--- src/hw/rtl/rrts_pkg.sv ---
package rrts_pkg;

  typedef enum logic [3:0] {
    FN_TICK     = 4'd0,
    FN_ADD      = 4'd1,
    FN_REMOVE   = 4'd2,
    FN_YIELD    = 4'd3,
    FN_START    = 4'd4,
    FN_MINIT    = 4'd5,
    FN_MLOCK    = 4'd6,
    FN_MTRY     = 4'd7,
    FN_MREL     = 4'd8,
    FN_SINIT    = 4'd9,
    FN_SGET     = 4'd10,
    FN_STRY     = 4'd11,
    FN_SPUT     = 4'd12,
    FN_NOP13    = 4'd13,
    FN_NOP14    = 4'd14,
    FN_NOP15    = 4'd15
  } func_e;

  localparam logic [1:0] ST_FREE    = 2'd0;
  localparam logic [1:0] ST_WAIT    = 2'd1;
  localparam logic [1:0] ST_READY   = 2'd2;
  localparam logic [1:0] ST_BLOCKED = 2'd3;

  localparam int unsigned FuncW = 4;
  localparam int unsigned ObjW  = 2;
  localparam int unsigned InitW = 8;
  localparam int unsigned TickW = 16;

  typedef struct packed {
    logic [3:0] func;
    logic [1:0] obj;
    logic [7:0] initv;
  } call_t;

endpackage

--- src/hw/rtl/round_robin_task_scheduler.sv ---
// Each call passes the exec and done states; add and a schedule also search,
// one slot per cycle (round robin for a schedule, upward from slot 0 for add).
// A call is taken only in idle; a two-entry queue holds calls meanwhile.
// Reset: all slots free, all mutexes locked, tick counter and reload at 100.
module round_robin_task_scheduler #(
  parameter int unsigned MAX_TASKS = 8,
  parameter int unsigned NUM_MUTEXES = 4,
  parameter int unsigned NUM_SEMAPHORES = 4
) (
  input  logic        clk_i,
  input  logic        rst_ni,
  input  logic        s_axis_tvalid,
  output logic        s_axis_tready,
  // func[3:0], object_index[5:4], init_value[13:6], zeros
  input  logic [15:0] s_axis_tdata,
  output logic        m_axis_tvalid,
  input  logic        m_axis_tready,
  // running_task[2:0], switched[3], granted[4], idle[5], new_slot[8:6],
  // table_full[9], zeros
  output logic [15:0] m_axis_tdata,
  input  logic        cfg_valid_i,
  output logic        cfg_ready_o,
  input  logic [15:0] cfg_data_i
);
  import rrts_pkg::*;

  call_t       call, qcall;
  logic        qv, qr, busy;
  logic [9:0]  res;
  logic [15:0] reload_q;

  assign call = '{func: s_axis_tdata[3:0], obj: s_axis_tdata[5:4],
                  initv: s_axis_tdata[13:6]};
  assign cfg_ready_o = !busy && !qv;
  assign m_axis_tdata = {6'd0, res};

  always_ff @(posedge clk_i or negedge rst_ni) begin
    if (!rst_ni) begin
      reload_q <= 16'd100;
    end else if (cfg_valid_i && cfg_ready_o) begin
      reload_q <= cfg_data_i;
    end
  end

  rrts_front u_front (
    .clk_i, .rst_ni, .valid_i(s_axis_tvalid), .ready_o(s_axis_tready),
    .call_i(call), .q_valid_o(qv), .q_ready_i(qr), .q_call_o(qcall)
  );

  rrts_back #(.MaxTasks(MAX_TASKS), .NumMutexes(NUM_MUTEXES), .NumSems(NUM_SEMAPHORES))
  u_back (
    .clk_i, .rst_ni, .q_valid_i(qv), .q_ready_o(qr), .q_call_i(qcall),
    .tick_reload_i(reload_q), .busy_o(busy), .res_valid_o(m_axis_tvalid),
    .res_ready_i(m_axis_tready), .res_o(res)
  );
endmodule

--- src/hw/rtl/rrts_front.sv ---
module rrts_front (
  input  logic                 clk_i,
  input  logic                 rst_ni,
  input  logic                 valid_i,
  output logic                 ready_o,
  input  rrts_pkg::call_t      call_i,
  output logic                 q_valid_o,
  input  logic                 q_ready_i,
  output rrts_pkg::call_t      q_call_o
);
  import rrts_pkg::*;

  call_t      mem_q [2];
  logic       wp_q, wp_d, rp_q, rp_d;
  logic [1:0] cnt_q, cnt_d;
  logic       push, pop;

  assign ready_o   = (cnt_q != 2'd2);
  assign push      = valid_i && ready_o;
  assign q_valid_o = (cnt_q != 2'd0);
  assign pop       = q_valid_o && q_ready_i;
  assign q_call_o  = mem_q[rp_q];

  always_comb begin
    wp_d  = push ? ~wp_q : wp_q;
    rp_d  = pop ? ~rp_q : rp_q;
    cnt_d = cnt_q + {1'b0, push} - {1'b0, pop};
  end

  always_ff @(posedge clk_i or negedge rst_ni) begin
    if (!rst_ni) begin
      wp_q  <= 1'b0;
      rp_q  <= 1'b0;
      cnt_q <= 2'd0;
    end else begin
      wp_q  <= wp_d;
      rp_q  <= rp_d;
      cnt_q <= cnt_d;
    end
  end

  always_ff @(posedge clk_i) begin
    if (push) begin
      mem_q[wp_q] <= call_i;
    end
  end

  assert property (@(posedge clk_i) disable iff (!rst_ni) cnt_q != 2'd3)
    else $error("queue count out of range");
  assert property (@(posedge clk_i) disable iff (!rst_ni)
    (cnt_q == 2'd0) |-> !pop) else $error("pop from empty queue");
  assert property (@(posedge clk_i) disable iff (!rst_ni)
    (cnt_q == 2'd2) |-> !push) else $error("push into full queue");
endmodule

--- src/hw/rtl/rrts_back.sv ---
module rrts_back #(
  parameter int unsigned MaxTasks = 8,
  parameter int unsigned NumMutexes = 4,
  parameter int unsigned NumSems = 4
) (
  input  logic                 clk_i,
  input  logic                 rst_ni,
  input  logic                 q_valid_i,
  output logic                 q_ready_o,
  input  rrts_pkg::call_t      q_call_i,
  input  logic [15:0]          tick_reload_i,
  output logic                 busy_o,
  output logic                 res_valid_o,
  input  logic                 res_ready_i,
  output logic [9:0]           res_o
);
  import rrts_pkg::*;

  localparam int unsigned TW = $clog2(MaxTasks);
  localparam int unsigned CW = $clog2(MaxTasks + 1);

  localparam logic [2:0] S_IDLE = 3'd0;
  localparam logic [2:0] S_EXEC = 3'd1;
  localparam logic [2:0] S_SRCH = 3'd2;
  localparam logic [2:0] S_ADD  = 3'd3;
  localparam logic [2:0] S_DONE = 3'd4;

  logic [2:0]          st_q, st_d;
  logic [1:0]          ts_q [MaxTasks];
  logic [1:0]          ts_d [MaxTasks];
  logic [TW-1:0]       cur_q, cur_d, bef_q, bef_d;
  logic [CW-1:0]       cnt_q, cnt_d;
  logic [15:0]         tick_q, tick_d;
  logic [NumMutexes-1:0] ml_q, ml_d;
  logic [MaxTasks-1:0] mw_q [NumMutexes];
  logic [MaxTasks-1:0] mw_d [NumMutexes];
  logic [7:0]          sc_q [NumSems];
  logic [7:0]          sc_d [NumSems];
  logic [7:0]          sl_q [NumSems];
  logic [7:0]          sl_d [NumSems];
  logic [MaxTasks-1:0] sw_q [NumSems];
  logic [MaxTasks-1:0] sw_d [NumSems];
  logic [TW-1:0]       ptr_q, ptr_d;
  logic [CW-1:0]       step_q, step_d;
  logic                gr_q, gr_d, full_q, full_d;
  logic [TW-1:0]       ns_q, ns_d;
  call_t               c_q, c_d;
  logic                mok, sok;
  logic [MaxTasks-1:0] wmask;
  logic                do_sched;

  assign q_ready_o   = (st_q == S_IDLE);
  assign busy_o      = (st_q != S_IDLE);
  assign res_valid_o = (st_q == S_DONE);
  assign mok = ({30'd0, c_q.obj} < NumMutexes);
  assign sok = ({30'd0, c_q.obj} < NumSems);
  assign res_o = {full_q, 3'(ns_q), (cnt_q == '0), gr_q, (cur_q != bef_q), 3'(cur_q)};

  always_comb begin
    st_d = st_q; ts_d = ts_q; cur_d = cur_q; bef_d = bef_q; cnt_d = cnt_q;
    tick_d = tick_q; ml_d = ml_q; mw_d = mw_q; sc_d = sc_q; sl_d = sl_q;
    sw_d = sw_q; ptr_d = ptr_q; step_d = step_q; gr_d = gr_q; full_d = full_q;
    ns_d = ns_q; c_d = c_q; wmask = '0; do_sched = 1'b0;
    unique case (st_q)
      S_IDLE: begin
        if (q_valid_i) begin
          c_d = q_call_i; bef_d = cur_q; gr_d = 1'b0; full_d = 1'b0;
          ns_d = '0; st_d = S_EXEC;
        end
      end
      S_EXEC: begin
        st_d = S_DONE;
        case (c_q.func)
          FN_TICK: begin
            tick_d = tick_q - 16'd1;
            if (tick_d == 16'd0) begin
              tick_d = tick_reload_i;
              do_sched = 1'b1;
            end
          end
          FN_ADD: begin
            full_d = 1'b1; ptr_d = '0; st_d = S_ADD;
          end
          FN_REMOVE: begin
            if (ts_q[cur_q] != ST_FREE) begin
              ts_d[cur_q] = ST_FREE;
              cnt_d = cnt_q - CW'(1);
              for (int i = 0; i < NumMutexes; i++) mw_d[i][cur_q] = 1'b0;
              for (int i = 0; i < NumSems; i++) sw_d[i][cur_q] = 1'b0;
            end
            do_sched = 1'b1;
          end
          FN_YIELD: do_sched = 1'b1;
          FN_START: begin
            for (int i = 0; i < MaxTasks; i++)
              if (ts_q[i] == ST_READY) ts_d[i] = ST_WAIT;
            cur_d = '0;
            if (ts_d[0] == ST_WAIT) ts_d[0] = ST_READY;
            tick_d = tick_reload_i;
          end
          FN_MINIT: if (mok) begin
            ml_d[c_q.obj] = (c_q.initv != 8'd1);
            mw_d[c_q.obj] = '0;
          end
          FN_MLOCK, FN_MTRY: if (mok) begin
            if (!ml_q[c_q.obj]) begin
              ml_d[c_q.obj] = 1'b1; gr_d = 1'b1;
            end else if (c_q.func == FN_MLOCK && ts_q[cur_q] == ST_READY) begin
              ts_d[cur_q] = ST_BLOCKED;
              mw_d[c_q.obj][cur_q] = 1'b1;
              do_sched = 1'b1;
            end
          end
          FN_MREL: if (mok && ml_q[c_q.obj]) begin
            ml_d[c_q.obj] = 1'b0; wmask = mw_q[c_q.obj];
            mw_d[c_q.obj] = '0; gr_d = 1'b1;
          end
          FN_SINIT: if (sok) begin
            sc_d[c_q.obj] = c_q.initv; sl_d[c_q.obj] = c_q.initv;
            sw_d[c_q.obj] = '0;
          end
          FN_SGET, FN_STRY: if (sok) begin
            if (sc_q[c_q.obj] != 8'd0) begin
              sc_d[c_q.obj] = sc_q[c_q.obj] - 8'd1; gr_d = 1'b1;
            end else if (c_q.func == FN_SGET && ts_q[cur_q] == ST_READY) begin
              ts_d[cur_q] = ST_BLOCKED;
              sw_d[c_q.obj][cur_q] = 1'b1;
              do_sched = 1'b1;
            end
          end
          FN_SPUT: if (sok && sc_q[c_q.obj] < sl_q[c_q.obj]) begin
            sc_d[c_q.obj] = sc_q[c_q.obj] + 8'd1; wmask = sw_q[c_q.obj];
            sw_d[c_q.obj] = '0; gr_d = 1'b1;
          end
          default: ;
        endcase
        for (int i = 0; i < MaxTasks; i++)
          if (wmask[i] && ts_q[i] == ST_BLOCKED) ts_d[i] = ST_WAIT;
        if (do_sched && cnt_d != '0) begin
          if (ts_d[cur_q] == ST_READY) ts_d[cur_q] = ST_WAIT;
          ptr_d = (cur_q == TW'(MaxTasks - 1)) ? '0 : cur_q + TW'(1);
          step_d = '0;
          st_d = S_SRCH;
        end
      end
      S_SRCH: begin
        if (ts_q[ptr_q] == ST_WAIT) begin
          ts_d[ptr_q] = ST_READY; cur_d = ptr_q; st_d = S_DONE;
        end else if (step_q == CW'(MaxTasks - 1)) begin
          st_d = S_DONE;
        end else begin
          step_d = step_q + CW'(1);
          ptr_d = (ptr_q == TW'(MaxTasks - 1)) ? '0 : ptr_q + TW'(1);
        end
      end
      S_ADD: begin
        if (ts_q[ptr_q] == ST_FREE) begin
          ts_d[ptr_q] = ST_WAIT; cnt_d = cnt_q + CW'(1);
          ns_d = ptr_q; full_d = 1'b0; st_d = S_DONE;
        end else if (ptr_q == TW'(MaxTasks - 1)) begin
          st_d = S_DONE;
        end else begin
          ptr_d = ptr_q + TW'(1);
        end
      end
      S_DONE: if (res_ready_i) st_d = S_IDLE;
      default: st_d = S_IDLE;
    endcase
  end

  always_ff @(posedge clk_i or negedge rst_ni) begin
    if (!rst_ni) begin
      st_q <= S_IDLE; cur_q <= '0; bef_q <= '0; cnt_q <= '0;
      tick_q <= 16'd100; ml_q <= '1; ptr_q <= '0; step_q <= '0;
      gr_q <= 1'b0; full_q <= 1'b0; ns_q <= '0; c_q <= '0;
      for (int i = 0; i < MaxTasks; i++) ts_q[i] <= ST_FREE;
      for (int i = 0; i < NumMutexes; i++) mw_q[i] <= '0;
      for (int i = 0; i < NumSems; i++) begin
        sc_q[i] <= '0; sl_q[i] <= '0; sw_q[i] <= '0;
      end
    end else begin
      st_q <= st_d; ts_q <= ts_d; cur_q <= cur_d; bef_q <= bef_d;
      cnt_q <= cnt_d; tick_q <= tick_d; ml_q <= ml_d; mw_q <= mw_d;
      sc_q <= sc_d; sl_q <= sl_d; sw_q <= sw_d; ptr_q <= ptr_d;
      step_q <= step_d; gr_q <= gr_d; full_q <= full_d; ns_q <= ns_d;
      c_q <= c_d;
    end
  end

  assert property (@(posedge clk_i) disable iff (!rst_ni)
    (st_q == S_DONE && res_o[9] == 1'b1) |-> (c_q.func == FN_ADD))
    else $error("table full outside add");
  assert property (@(posedge clk_i) disable iff (!rst_ni)
    cnt_q <= CW'(MaxTasks)) else $error("task count overflow");
  assert property (@(posedge clk_i) disable iff (!rst_ni)
    (st_q == S_SRCH) |=> (st_q == S_SRCH || st_q == S_DONE))
    else $error("search left badly");
endmodule
--- config.mk ---
export PLATFORM = sky130hd
export DESIGN_NAME = round_robin_task_scheduler
export DESIGN_NICKNAME = d
export VERILOG_FILES = /design/src/hw/rtl/rrts_pkg.sv /design/src/hw/rtl/round_robin_task_scheduler.sv /design/src/hw/rtl/rrts_front.sv /design/src/hw/rtl/rrts_back.sv
export SDC_FILE = /design/constraint.sdc
export NUM_CORES = 1
export LEC_CHECK = 0
export ABC_AREA = 1
export BUFFER_PORTS_ARGS = -buffer_cell sky130_fd_sc_hd__clkbuf_2
export CORE_MARGIN = 1.5
export CORE_UTILIZATION = 63
export CTS_CLUSTER_SIZE = 20
export DETAILED_ROUTE_END_ITERATION = 10
export PLACE_DENSITY = 0.82
export SYNTH_ARGS = -nofsm -noshare
export SYNTH_HDL_FRONTEND = slang
export SYNTH_SLANG_ARGS = --single-unit
--- constraint.sdc ---
create_clock -name clk_i -period 5 [get_ports clk_i]
set_input_delay 0.5 -clock clk_i [delete_from_list [all_inputs] [get_ports clk_i]]
set_output_delay 0.5 -clock clk_i [all_outputs]
set_load 0.005 [all_outputs]
* After elaboration in Yosys (flattened, before gate mapping) *
Memories as Yosys holds them, arrays and structs flattened. A register that Yosys moved wholly into a read port is not among the register bits.
Cells that the tools add are included.

word-level totals
  output and inout port bits = 19
  word-level logic and storage cells = 380
  memories kept = 1
  register bits after elaboration = 209
  bits in writable memories = 28

cells by class
  add/subtract/negate cells = 10
  bitwise gates (word level) = 34
  equality and inequality tests = 70
  reductions and logical operators = 63
  magnitude comparators = 11
  muxes and demuxes = 152

memory list
  name           depth  width  read ports  clocked after Yosys merged registers in  write ports  RTL line          text
  u_front.mem_q  2      14     1           1                                        1            rrts_front.sv:13  call_t mem_q [2];

operators with widths
  kind                                                  number
  2-to-1 mux 32 bit                                     10
  case mux 32 bit (4 select lines)                      2
  2-to-1 mux 16 bit                                     10
  bitwise mux 32 bit                                    4
  2-to-1 mux 8 bit                                      13
  case mux 32 bit (3 select lines)                      1
  AND 8 bit                                             11
  2-to-1 mux 2 bit                                      35
  AND 32 bit                                            2
  binary-select mux 8 bit (select 2 bit)                4
  bitwise OR 32 bit                                     2
  case mux 16 bit (4 select lines)                      1
  2-to-1 mux 3 bit                                      20
  case mux 16 bit (3 select lines)                      1
  equality test 2 bit (second input constant)           18
  2-to-1 mux 4 bit                                      9
  demux 8 bit (select 2 bit)                            2
  NOT 32 bit                                            1
  NOT 8 bit                                             4
  case mux 16 bit (2 select lines)                      1
  bitwise OR 8 bit                                      3
  != test 2 x 1 -> 1 bit (second input constant)        11
  equality test 4 x 3 -> 1 bit (second input constant)  5
  equality test 4 bit (second input constant)           5
  71 further kinds                                      165

* Depth between registers and ports, before layout *
  depth after elaboration = 18
  gate-level depth with buffers = 24
  mapped depth without buffers = 22

* Modules after synthesis *
From an unflattened synthesis, not the netlist that was laid out.

unflattened totals
  cell total of the unflattened synthesis = 1973
  area, all modules = 15202.1 µm²

modules (own cells, without submodules)
  module                      area each (µm²)  cells each  times used
  rrts_back                   13252.7          1792        1
  rrts_front                  1242.4           104         1
  round_robin_task_scheduler  706.9            77          1

* Worst setup path after synthesis *
Ideal clock, no wire load.

  kind = register to register
  start = register u_back.c_q[8] in the netlist's numbering
  end = register u_back.sc_q[10] in the netlist's numbering
  clock period less this slack = 3750 ps
  data arrival time = 3622 ps
  slack = 1250 ps
  stages on the path, launching flop included = 19
  library setup time = 128 ps
  cell sequence = dfrtp_1 nand2_2 inv_2 clkbuf_1 clkbuf_1 buf_1 a22o_1 a221oi_1 ha_1 nand2_1 nor2_1 a211oi_1 nand2_2 nand2_1 nand2_1 nor2_2 inv_2 a21oi_2 mux2_1

on the way
  word-level cells in the longest chain between the ends = 8
  elaborated cells between the ends (all ways) = 25
  classes of those cells = add/sub (2); order compare (3); eq/ne (2); mux (14); bitwise (1); reduce/logical (3)

ends and longest elaborated chain
  element                                                                             RTL line                            text
  start, declared                                                                     rrts_back.sv:47                     call_t c_q, c_d;
  start signal, assigned                                                              rrts_back.sv:175                    gr_q <= 1'b0; full_q <= 1'b0; ns_q <= '0; c_q <= '0;
  start signal, assigned                                                              rrts_back.sv:186                    c_q <= c_d;
  NOT 2 -> 3 bit (not written as such) *                                              n/a
  binary-select mux 8 bit (select 2 bit) (tied with other cells)                      n/a
  2-to-1 mux 8 bit (not written as such) / logical AND 1 bit (equally long branches)  n/a
  2-to-1 mux 8 bit (on tied branches)                                                 n/a
  adder 8 x 1 -> 8 bit (tied with other cells)                                        rrts_back.sv:132                    sc_d[c_q.obj] = sc_q[c_q.obj] + 8'd1; wmask = sw_q[c_q.obj];
  bitwise mux 32 bit (on tied branches)                                               rrts_back.sv:132, rrts_back.sv:124
  2-to-1 mux 32 bit (on tied branches)                                                rrts_back.sv:131, rrts_back.sv:123
  case mux 32 bit (3 select lines)                                                    rrts_back.sv:73                     case (c_q.func)
  end signal, assigned by index                                                       rrts_back.sv:179                    sc_q[i] <= '0; sl_q[i] <= '0; sw_q[i] <= '0;
  end signal, assigned                                                                rrts_back.sv:184                    sc_q <= sc_d; sl_q <= sl_d; sw_q <= sw_d; ptr_q <= ptr_d;
  end, declared                                                                       rrts_back.sv:37                     logic [7:0] sc_q [NumSems];

Mark *: on every way between the ends. The rest lies on a longest branch, timed or not. The select of a mux whose other input is x is not followed.
A chain may end at the register's enable or synchronous reset.

* Worst setup path in the final report *
  start = register u_back.c_q[8] in the netlist's numbering
  end = register u_back.sw_q[18] in the netlist's numbering

on the way
  word-level cells in the longest chain between the ends = 9
  elaborated cells between the ends (all ways) = 26
  classes of those cells = order compare (3); eq/ne (2); mux (14); bitwise (4); reduce/logical (3)

ends and longest elaborated chain
  element                                                             RTL line          text
  NOT 2 -> 3 bit (not written as such) *                              n/a
  branches (longest 8 deep; another with less-than comparator 8 bit)  n/a
  end signal, assigned by index                                       rrts_back.sv:179
  end signal, assigned                                                rrts_back.sv:184
  end, declared                                                       rrts_back.sv:41   logic [MaxTasks-1:0] sw_q [NumSems];

Every way passes the cells marked *. The select of a mux whose other input is x is not followed.

==> out/metrics.yaml <==
run_status:
  status: "complete, no violations"
timing:
  worstMarginPinSlew_ns: 1.25
  finalWorstPathRequiredPeriod_ns: 4.07
  rsz0062_at_grt: "no"
  final_hold_viol_count: 0
  hold_ws_ns: 0.0373
  relSlewSlack_pct: 16.7
  fmax_ghz: 0.246
  fin_crit_sh_pct: 81.3
  drv_slew: 0
  totalNegativeSetupSlack_ns: 0
  setup_viol_count_final: 0
  final.setup_skew_ns: 0.0253
drt:
  dr.first_iter.drc_count: 1735
  routed_via_density: 6.19
  post_drt_wl_per_cell_um: 17.9
  vias: 15200
  drtAntennaViolNets: 0
  drt_pass1_iterations: 8
  drc: 0
  wl_mm: 43.8
job:
  cap_viol_max_count: 0
synthesis:
  yosys.area.top_type: "dfrtp_1"
  synth_area_sq_mm: 0.0155
  synth_top_area_share_pct: 34.4
  seq_area_frac_synth_pct: 41.5
  ys_types: 60
  synth-edff-count: 28
  synth-main-ff-cell: "dfrtp_1"
  synth_seq_cells: 251
  avgSynthCellArea_sq_um: 7.43
  syn_inst: 2086
  netlist_top_cells_area: "dfrtp_1 (34%), nand2_1 (11%), nor2_1 (5.5%)"
  synth-async-reset-ratio_pct: 88.8
  synth_warnings: 0
hold_path:
  hp-class: "in2async"
critical_path:
  reg2reg_depth: 19
  crit_required_ns: 5.47
  worstReg2RegStart: "u_back.c_q[8]"
  worst-setup-path-type: "reg2reg"
  r2r_setup_slack_ns: 0.93
  endpoint_kind: "register"
  crit_chain: "buf_4, nor2_2, nand2_1, o21ai_1, nor2_2, inv_1, ha_1, nand2_1, nor2_1, a211oi_1, buf_4, nand2_2, nand2_1, nand2_1, inv_2, nand2_1, inv_2, nand3_1, a21oi_1"
  critPathMaxFanout: 15
  critPathMostFrequentCell: "nand2_1"
  crit_path_start_kind: "register"
  path_delay_family: "simple AND/OR/NAND/NOR gates"
  cp_slowest_cell: "nor2_2"
  crit_arrival_ns: 4.54
  slowest_delay_ns: 0.64
  path_buf_inv: 5
  regToRegEndpoint: "u_back.sw_q[18]"
die:
  die_area_sq_mm: 0.0255
  core_region_area_sq_mm: 0.0242
  num_rows: 57
  io_pins: 56
  fp.dieH_um: 160
  start_util_pct: 63.9
  fp.dieW_um: 160
clock_network:
  cts-buffers-inserted: 28
  htree_levels: 1
  cts_tree: "yes"
  clk_pin_slew_ns: 0.06
  ctsHoldBuffers: 0
  cts_resized: 0
  post_cts_buffers: 0
  cts_sinks: 251
  worstSkewPairLatency_ns: 0.57
  root_buffer: "clkbuf_16"
  cts_buffer_depth: 3
place:
  numPortBuffers: 47
  gp_congestion: 0.965
  dpl_cell_area_sq_mm: 0.0160
  dp_hpwl_mm: 29.9
  dp_cells: 2397
grt:
  first_global_vias: 14600
  grt_usage_pct: 34.4
  grt_max_degree: 125
  use_met3_pct: 5.32
  grt_pass1_wl_mm: 72.2
  overflow: 0
  gr-usage-met1_pct: 46.1
  antenna_found_initial: 0
  gr-max-usage-layer: "met2"
  use_met2_pct: 56.2
layout:
  final_design_area_no_fill_sq_mm: 0.0170
  drive_gt1_share_pct: 10.9
  nNetsFinal: 2161
  area_delta_synth_final_pct: 9.94
  instances_no_fill: 2449
  layout_commonest_cell: "nand2_1"
  final_cell_mix: "nand2_1 (457), nor2_1 (226), inv_1 (225), dfrtp_1 (213), a21oi_1 (147)"
  nFillCells: 1944
  antenna_cells: 0
power:
  power_per_cell_area_mw_per_mm2: 708
  ir_drop_mv: 0.469
  power_w: 0.0121
  leakage_nw: 8.04
## worst max path at each step
stage                       start         endpoint  slack [ns]  cells past startpoint
floorplan           u_back.c_q[8]  u_back.sc_q[10]        1.25                     18
global placement    u_back.c_q[8]   u_back.sc_q[0]        1.20                     18
detailed placement  u_back.c_q[8]  u_back.sw_q[18]        1.17                     19
CTS                 u_back.c_q[8]  u_back.sw_q[18]        1.10                     19
global route        u_back.c_q[8]  u_back.sw_q[18]        0.78                     19
finish              u_back.c_q[8]  u_back.sw_q[18]        0.93                     19
## final cells by class
type | count | area, sq um | share of cell area, %
inverters | 259 | 972 | 5.71
clock inverters | 15 | 285 | 1.68
clock buffers | 37 | 785 | 4.61
well taps | 324 | 405 | 2.38
multi-input cells | 1483 | 7640 | 44.9
repair buffers | 80 | 505 | 2.97
flip-flops and latches | 251 | 6430 | 37.8
## cells in the mapped netlist (all sizes together) (3+ instances only)
library cell / n
nand2: 476
inv: 257
nor2: 244
dfrtp: 213
o21ai: 156
a21oi: 153
nand3: 125
clkbuf: 51
buf: 47
o22ai: 41
edfxtp: 28
nor3: 28
o211ai: 27
o31ai: 24
xor2: 24
ha: 21
a31oi: 18
nand4: 17
a22oi: 14
mux2: 13
a221oi: 12
nand3b: 11
dfstp: 10
o32ai: 9
a22o: 8
xnor2: 8
a41oi: 7
o221ai: 7
a211oi: 6
nor4: 5
a21boi: 4
a32oi: 4
o41ai: 3
## registers in the layout (all words and copies together), names as in the netlist, 4 cells and up
signal / flops
u_back.tick_q: 16
reload_q: 16
u_back.cnt_q: 4
u_back.ml_q: 4
u_back.c_q: 14
u_back.step_q: 4
u_back.sc_q: 32
u_back.sw_q: 32
u_back.ts_q: 16
u_front.mem_q: 28
u_back.sl_q: 32
u_back.mw_q: 32
## report_power, final
| group | switching, W | leakage, nW | total, W | internal, W |
|---|---|---|---|---|
| sequential | 0.000495 | 3.16 | 0.00320 | 0.00270 |
| clock | 0.000870 | 0.527 | 0.00238 | 0.00151 |
| combinational | 0.00456 | 4.35 | 0.00647 | 0.00192 |
## logic make-up (layout without fill, tap and decap cells)
group                      Yosys count  in the layout  share of synthesized area, %
and+or+nand+nor                    910            910                          25.2
AOI/OAI and AO/OA                  501            501                          19.5
buffers and inverters              357            391                          9.32
DFF                                251            251                          41.5
xor gates and xnor gates            32             32                          1.81
adders and majority gates           21             21                          1.70
muxes                               13             13                         0.945
other                                1              6                        0.0242
## worst register-to-register path: cells and delay by family (launching register included)
family          cells  cell delay, ns
simple gates       10            1.81
buf+inv             5            0.88
compound gates      3            0.64
flops               1            0.39
fa+ha+maj           1            0.25
## routing by layer
layer	vias to the layer above	wire, um
met4	0	1940
met2	894	20000
li1	7037	-
met1	7036	17400
met5	-	0
met3	188	4410
## through the flow
stage          setup WS (ns)  utilization, %
3_5_place_dp            1.17            65.8
6_report               0.934            70.2
3_3_place_gp            1.20            65.8
5_1_grt                0.777            70.2
2_1_floorplan           1.25               -
4_1_cts                 1.10            70.2
No activity file was read; power rests on OpenSTA's default activity.
